[config.mk]
export PLATFORM = sky130hd
export DESIGN_NAME = slu_rule
export DESIGN_NICKNAME = d
export VERILOG_FILES = /design/src/hdl/slu_pkg.sv /design/src/hdl/slu_rule.sv
export SDC_FILE = /design/constraint.sdc
export NUM_CORES = 1
export LEC_CHECK = 0
export BUFFER_PORTS_ARGS = -buffer_cell sky130_fd_sc_hd__buf_2
export CAP_MARGIN = 20
export CORE_MARGIN = 10
export CORE_UTILIZATION = 47
export DETAILED_ROUTE_END_ITERATION = 10
export GPL_TIMING_DRIVEN = 0
export PLACE_DENSITY = 0.91
export SYNTH_ARGS = -nofsm -noshare
export SYNTH_HDL_FRONTEND = slang
export SYNTH_SLANG_ARGS = --single-unit
[constraint.sdc]
create_clock -name vclk -period 4.35
set_input_delay 0.435 -clock vclk [all_inputs]
set_output_delay 0.435 -clock vclk [all_outputs]
set_load 0.03 [all_outputs]
[src/hdl/slu_pkg.sv]
// Package for the SIRS lattice site update block.
// Holds grid geometry, cell state codes, register indexes and payload types.
// No dependencies.
`default_nettype none

package slu_pkg;

  localparam int GRID_SIDE  = 64;
  localparam int COORD_W    = $clog2(GRID_SIDE);
  localparam int CELL_COUNT = GRID_SIDE * GRID_SIDE;
  localparam int ADDR_W     = $clog2(CELL_COUNT);
  localparam int CELL_W     = 2;
  localparam int FRAC_W     = 16;
  localparam int THR_W      = 17;
  localparam int CFG_IDX_W  = 2;

  // Cell state codes.
  localparam logic [CELL_W-1:0] ST_SUSC    = 2'd0;
  localparam logic [CELL_W-1:0] ST_INF     = 2'd1;
  localparam logic [CELL_W-1:0] ST_REM     = 2'd2;
  localparam logic [CELL_W-1:0] ST_ILLEGAL = 2'd3;

  // Item kinds.
  localparam logic KIND_UPDATE = 1'b0;
  localparam logic KIND_WRITE  = 1'b1;

  // Neighbor directions.
  localparam logic [1:0] DIR_EAST  = 2'd0;
  localparam logic [1:0] DIR_WEST  = 2'd1;
  localparam logic [1:0] DIR_SOUTH = 2'd2;
  localparam logic [1:0] DIR_NORTH = 2'd3;

  // Configuration register indexes.
  localparam logic [CFG_IDX_W-1:0] CFG_INFECT  = 2'd0;
  localparam logic [CFG_IDX_W-1:0] CFG_DEATH   = 2'd1;
  localparam logic [CFG_IDX_W-1:0] CFG_REBIRTH = 2'd2;

  typedef struct packed {
    logic                kind;
    logic [COORD_W-1:0]  site_x;
    logic [COORD_W-1:0]  site_y;
    logic [FRAC_W-1:0]   uniform_frac;
    logic [1:0]          direction;
    logic [CELL_W-1:0]   write_value;
  } in_item_t;

  typedef struct packed {
    logic [CELL_W-1:0] old_state;
    logic [CELL_W-1:0] new_state;
    logic              changed;
  } out_item_t;

  typedef struct packed {
    logic [THR_W-1:0] infect;
    logic [THR_W-1:0] death;
    logic [THR_W-1:0] rebirth;
  } thr_t;

  typedef struct packed {
    logic              en;
    logic [ADDR_W-1:0] addr;
    logic [CELL_W-1:0] data;
  } grid_wr_t;

  // Cell (x, y) lives at x + GRID_SIDE * y.
  function automatic logic [ADDR_W-1:0] site_addr(input logic [COORD_W-1:0] x,
                                                  input logic [COORD_W-1:0] y);
    site_addr = {y, x};
  endfunction

  function automatic logic [COORD_W-1:0] wrap_inc(input logic [COORD_W-1:0] v);
    wrap_inc = (v == COORD_W'(GRID_SIDE - 1)) ? '0 : v + COORD_W'(1);
  endfunction

  function automatic logic [COORD_W-1:0] wrap_dec(input logic [COORD_W-1:0] v);
    wrap_dec = (v == '0) ? COORD_W'(GRID_SIDE - 1) : v - COORD_W'(1);
  endfunction

  function automatic logic [ADDR_W-1:0] nbr_addr(input logic [COORD_W-1:0] x,
                                                 input logic [COORD_W-1:0] y,
                                                 input logic [1:0]         dir);
    logic [COORD_W-1:0] nx;
    logic [COORD_W-1:0] ny;
    nx = x;
    ny = y;
    case (dir)
      DIR_EAST:  nx = wrap_inc(x);
      DIR_WEST:  nx = wrap_dec(x);
      DIR_SOUTH: ny = wrap_inc(y);
      default:   ny = wrap_dec(y);
    endcase
    nbr_addr = site_addr(nx, ny);
  endfunction

endpackage

`default_nettype wire

[src/hdl/slu_rule.sv]
// Transition rule for one site: write items and stochastic SIRS updates.
// Depends on slu_pkg.
`default_nettype none

module slu_rule (
  input  slu_pkg::in_item_t            item_i,
  input  logic [slu_pkg::CELL_W-1:0]   site_state_i,
  input  logic [slu_pkg::CELL_W-1:0]   nbr_state_i,
  input  slu_pkg::thr_t                thr_i,
  output slu_pkg::out_item_t           res_o
);
  import slu_pkg::*;

  logic [THR_W-1:0]  frac_ext;
  logic [CELL_W-1:0] nxt;

  assign frac_ext = {1'b0, item_i.uniform_frac};

  always_comb begin
    nxt = site_state_i;
    if (item_i.kind == KIND_WRITE) begin
      // A write of the unused code leaves the cell as it is.
      if (item_i.write_value != ST_ILLEGAL) begin
        nxt = item_i.write_value;
      end
    end else begin
      case (site_state_i)
        ST_SUSC: begin
          if (frac_ext < thr_i.infect && nbr_state_i == ST_INF) begin
            nxt = ST_INF;
          end
        end
        ST_INF: begin
          if (frac_ext < thr_i.death) begin
            nxt = ST_REM;
          end
        end
        ST_REM: begin
          if (frac_ext < thr_i.rebirth) begin
            nxt = ST_SUSC;
          end
        end
        default: nxt = site_state_i;
      endcase
    end
  end

  assign res_o.old_state = site_state_i;
  assign res_o.new_state = nxt;
  assign res_o.changed   = (nxt != site_state_i);

endmodule

`default_nettype wire

==> results of run 1 <==
[final cells by class]
class	count	area, sq um
Buffer	2	15.0
Inverter	51	191
Fill cell	234	815
Timing Repair Buffer	79	395
Tap cell	30	37.5
Multi-Input combinational cell	130	1070
[report_power, final]
group	leakage [nW]	switching (mW)	internal, mW
clock	0	0	0
sequential	0	0	0
combinational	1.11	0.0767	0.0732
total	1.11	0.0767	0.0732
[per-stage QoR]
stage          utilization  total power [mW]  hold slack [ns]  worst slack, ns
2_1_floorplan            -            0.0886             1.00             1.70
3_3_place_gp         0.677             0.146             1.30             1.63
3_5_place_dp         0.677             0.152             1.30             1.62
4_1_cts              0.677             0.152             1.30             1.62
5_1_grt              0.677             0.174             1.32             1.51
6_report             0.677             0.150             1.30             1.64
[synthesized netlist by cell type (2+ instances only)]
cell type	n
inv_1	49
ha_1	45
a21oi_1	17
nand2_1	14
o21ai_0	8
nor2_1	7
a21o_1	3
a211o_1	2
a211oi_1	2
buf_4	2
nand2b_1	2
nand4_1	2
nand4b_1	2
[cell families after synthesis]
kind of cell / after synthesis
compound gates: 47
fa+ha+maj: 45
buf+inv: 53
simple gates: 38
[critical path, stage by stage]
cell	delay, ns
buf_2	0.12
ha_1	0.28
o21ai_0	0.15
a21oi_1	0.06
or3_1	0.31
a211o_1	0.28
a311oi_1	0.30
nand3b_1	0.15
buf_2	0.20
[routing by layer]
metal,global-route usage,vias up,routed length [um]
met5,0,-,0
met4,0,0,0
met3,0.0327,0,273
met2,0.242,46,1780
met1,0.146,633,1550
li1,-,799,-
[worst paths after layout]
path	startpoint	slack [ns]	depth (start not counted)	endpoint
worst min-delay path	site_state_i[1]	1.30	3	res_o[4]
worst max-delay path	item_i[5]	1.64	9	res_o[1]
==> results.json, run 1 <==
{
  "cellPowerDensity_nw_per_um2": 87.8,
  "post_cts_buffers": 0,
  "final_common_cell": "buf_2",
  "dieArea_sq_um": 5200,
  "finalNetCount": 397,
  "cp-start-kind": "input pin",
  "syn_avg_cell_area_sq_um": 6.97,
  "worst_pin_slew_ns": 0.346,
  "yosysWarnings": 0,
  "antenna_left": 0,
  "holdBufCountCts": 0,
  "synthAdderAreaFrac": 0.442,
  "synthTopCellsByArea": "ha_1 44%, inv_1 14%, a21oi_1 6.7%",
  "syn2layout_area_growth_pct": 34.0,
  "period_share": 0.624,
  "gp_congestion": 0.844,
  "gr-total-overflow": 0,
  "synthCells": 183,
  "finalInstanceArea_sq_um": 1710,
  "seq_area_sq_um": 0,
  "vias_per_cell": 5.06,
  "synth_top_area_share": 0.442,
  "cap_violations": 0,
  "cp.arrival_ns": 2.28,
  "synth-simple-area-share": 0.157,
  "initial_core_util": 0.505,
  "place.detailed.hpwl_um": 3530,
  "post_cts_resized": 0,
  "numPortBuffers": 79,
  "synth_cell_types": 41,
  "synth-seq-area-share": 0,
  "ir_drop_mv": 0.0648,
  "num_antenna_cells": 0,
  "required_ns": 3.91,
  "period_needed_ns": 2.71,
  "fin_tns_setup_ns": 0,
  "cp_max_fo": 3,
  "synth_top_family_by_area": "adder cells",
  "status": "finished, final reports clean",
  "coreArea_sq_um": 2520,
  "dr.pass1.iters": 4,
  "synth_compound_area_frac": 0.239,
  "synth_mux_area_frac": 0,
  "fp.dieH_um": 72.1,
  "setup_viol": 0,
  "final_cells": 292,
  "p_leak_nw": 1.11,
  "syn_area_sq_um": 1270,
  "slew_headroom": 0.763,
  "fmax_ghz": 0.369,
  "syn-num-nets": 316,
  "hold_viol": 0,
  "drtIter0Drc": 32,
  "place_inst": 292,
  "maxSlewViolCount": 0,
  "path_class": "in -> out",
  "grt_pass1_vias": 1462,
  "layout_common_cells": "79 x buf_2, 49 x inv_1, 45 x ha_1, 17 x a21oi_1, 14 x nand2_1",
  "cp-end-kind": "output pin",
  "grt_max_degree": 8,
  "synth_top_area_cell": "ha_1",
  "io_pins": 93,
  "routedWlPerCell_um": 12.4,
  "worstHoldPathType": "in -> out",
  "placed_area_sq_um": 1710,
  "antenna_found_initial": 0,
  "die_x_um": 72.1,
  "drc_errors": 0,
  "synth_xor_area_frac": 0,
  "grt_first_pass_wirelength_um": 5980,
  "vias": 1478,
  "seq_cells": 0,
  "clkbuf_count": 0,
  "row_count": 18,
  "wirelength_um": 3610,
  "grtUsageTotal": 0.128,
  "drive_above_1_share": 0.324,
  "grt_setup_unrepaired": "no"
}
Power figures use the tool's default switching activity.
==> run 2: changes to the inputs <==
--- a/config.mk
+++ b/config.mk
@@ -8,10 +8,10 @@
 export BUFFER_PORTS_ARGS = -buffer_cell sky130_fd_sc_hd__buf_2
 export CAP_MARGIN = 20
 export CORE_MARGIN = 10
-export CORE_UTILIZATION = 47
+export CORE_UTILIZATION = 43
 export DETAILED_ROUTE_END_ITERATION = 10
 export GPL_TIMING_DRIVEN = 0
-export PLACE_DENSITY = 0.91
+export PLACE_DENSITY = 0.84
 export SYNTH_ARGS = -nofsm -noshare
 export SYNTH_HDL_FRONTEND = slang
 export SYNTH_SLANG_ARGS = --single-unit
==> constraint.sdc (replaced) <==
create_clock -name vclk -period 2.7
set_input_delay 0.27 -clock vclk [all_inputs]
set_output_delay 0.27 -clock vclk [all_outputs]
set_load 0.03 [all_outputs]
==> run 2 against run 1 <==
Wire length is 3.1% higher. Count of clock-buffer cells in the layout stayed put. Global-route usage hardly changed. Total power is 63% higher. Final cell count is 0.34% higher. Largest power group unchanged. Worst hold slack worse by 0.34 ns. Highest routed layer unchanged. Die area is 6.7% higher. Largest cell class unchanged. Design area hardly changed. Non-clock buffer count stayed put. First-iteration DRC count is 16% higher. Via count is 2.3% lower.
==> results.json, run 2 (same netlist as run 1, synthesis figures left out) <==
{
  "status": "finished, final reports clean",
  "required_ns": 2.43,
  "critPathSlowestCell": "or3_1",
  "vias_per_cell": 4.93,
  "grt_max_degree": 8,
  "cp_cell_sequence": "buf_2 -> ha_1 -> o21ai_0 -> a21oi_1 -> or3_1 -> a211o_1 -> a311oi_1 -> nand3b_1 -> buf_2",
  "routedWlPerCell_um": 12.7,
  "cp_num_buf_inv": 2,
  "seq_cells": 0,
  "path_class": "in -> out",
  "final_core_util": 0.609,
  "gr-usage-met3": 0.0306,
  "fmax_ghz": 0.418,
  "drtIter0Drc": 37,
  "grt-busiest-layer": "met2",
  "holdPathStages": 3,
  "post_cts_resized": 0,
  "initial_core_util": 0.455,
  "setup_ws_ns": 0.308,
  "seq_area_sq_um": 0,
  "min_to": "res_o[4]",
  "num-fill-cells": 278,
  "ir_drop_mv": 0.0611,
  "dr.pass1.iters": 4,
  "cp_max_fo": 3,
  "grt_first_pass_wirelength_um": 6100,
  "critPathMaxStageDelay_ns": 0.32,
  "drive_above_1_share": 0.324,
  "cp_top_family": "compound AO/OA/AOI/OAI gates",
  "cellPowerDensity_nw_per_um2": 143,
  "p_leak_nw": 1.11,
  "gr-total-overflow": 0,
  "num_antenna_cells": 0,
  "vias": 1444,
  "dieArea_sq_um": 5540,
  "period_share": 0.886,
  "place_ws_ns": 0.309,
  "grt_pass1_vias": 1491,
  "antenna_left": 0,
  "grt_setup_unrepaired": "no",
  "crit_path_frequent_cell": "buf_2",
  "io_pins": 93,
  "maxSlewViolCount": 0,
  "final_common_cell": "buf_2",
  "cap_violations": 0,
  "die_x_um": 74.5,
  "cp-start-kind": "input pin",
  "row_count": 19,
  "worst_pin_slew_ns": 0.364,
  "place.detailed.hpwl_um": 3570,
  "clkbuf_count": 0,
  "slew_headroom": 0.751,
  "syn2layout_area_growth_pct": 34.1,
  "fp.dieH_um": 74.5,
  "use_met2": 0.243,
  "cp-end-kind": "output pin",
  "fin_tns_setup_ns": 0,
  "finalNetCount": 397,
  "coreArea_sq_um": 2810,
  "numPortBuffers": 79,
  "antenna_found_initial": 0,
  "post_cts_buffers": 0,
  "gp_congestion": 0.743,
  "period_needed_ns": 2.39,
  "grt.met1_usage": 0.148,
  "setup_viol": 0,
  "layout_common_cells": "79 x buf_2, 49 x inv_1, 45 x ha_1, 17 x a21oi_1, 14 x nand2_1",
  "wirelength_um": 3720,
  "hold_viol": 0,
  "cp.arrival_ns": 2.12,
  "hold_start": "site_state_i[1]",
  "worstHoldPathType": "in -> out",
  "holdBufCountCts": 0,
  "grtUsageTotal": 0.128,
  "drc_errors": 0,
  "multi_input_area_sq_um": 1070
}
run 2: cell counts in the layout (fill, tap and decap cells not counted):
No cell type changed its count.
run 2: area by class of cell:
| cell class | count | share of cell area |
|---|---|---|
| inverter | 51 | 0.112 |
| timing repair buffer | 79 | 0.231 |
| buffer | 2 | 0.00878 |
| tap | 31 | 0.0227 |
| multi-input combinational | 130 | 0.625 |
run 2: power by group:
group | internal (mW) | total (mW) | switching (mW)
sequential | 0 | 0 | 0
combinational | 0.119 | 0.244 | 0.125
clock | 0 | 0 | 0
run 2: worst max-delay path by stage:
stage          startpoint        to  slack, ns  cells after the start
2_1_floorplan   thr_i[15]  res_o[2]       0.38                      7
3_3_place_gp    item_i[5]  res_o[1]       0.33                      9
3_5_place_dp    item_i[5]  res_o[1]       0.31                      9
4_1_cts         item_i[5]  res_o[1]       0.31                      9
5_1_grt         item_i[5]  res_o[1]       0.16                      9
6_report        item_i[5]  res_o[1]       0.31                      9
run 2: worst min-delay path: stages:
cell,delay [ns]
buf_2,0.13
buf_4,0.13
buf_2,0.17
run 2: per-stage QoR:
step	std cells	hold slack, ns	power (mW)	cell area, sq um
floorplan	183	0.672	0.143	1270
global placement	293	0.970	0.236	1710
global route	293	0.982	0.283	1710
detailed placement	293	0.964	0.246	1710
finish	293	0.966	0.244	1710
CTS	293	0.964	0.247	1710
run 2: per-layer routing:
metal  routed length, um  up-vias
li1                    -      796
met1                1570      603
met2                1830       45
met3                 320        0
met4                   0        0
met5                   0        -
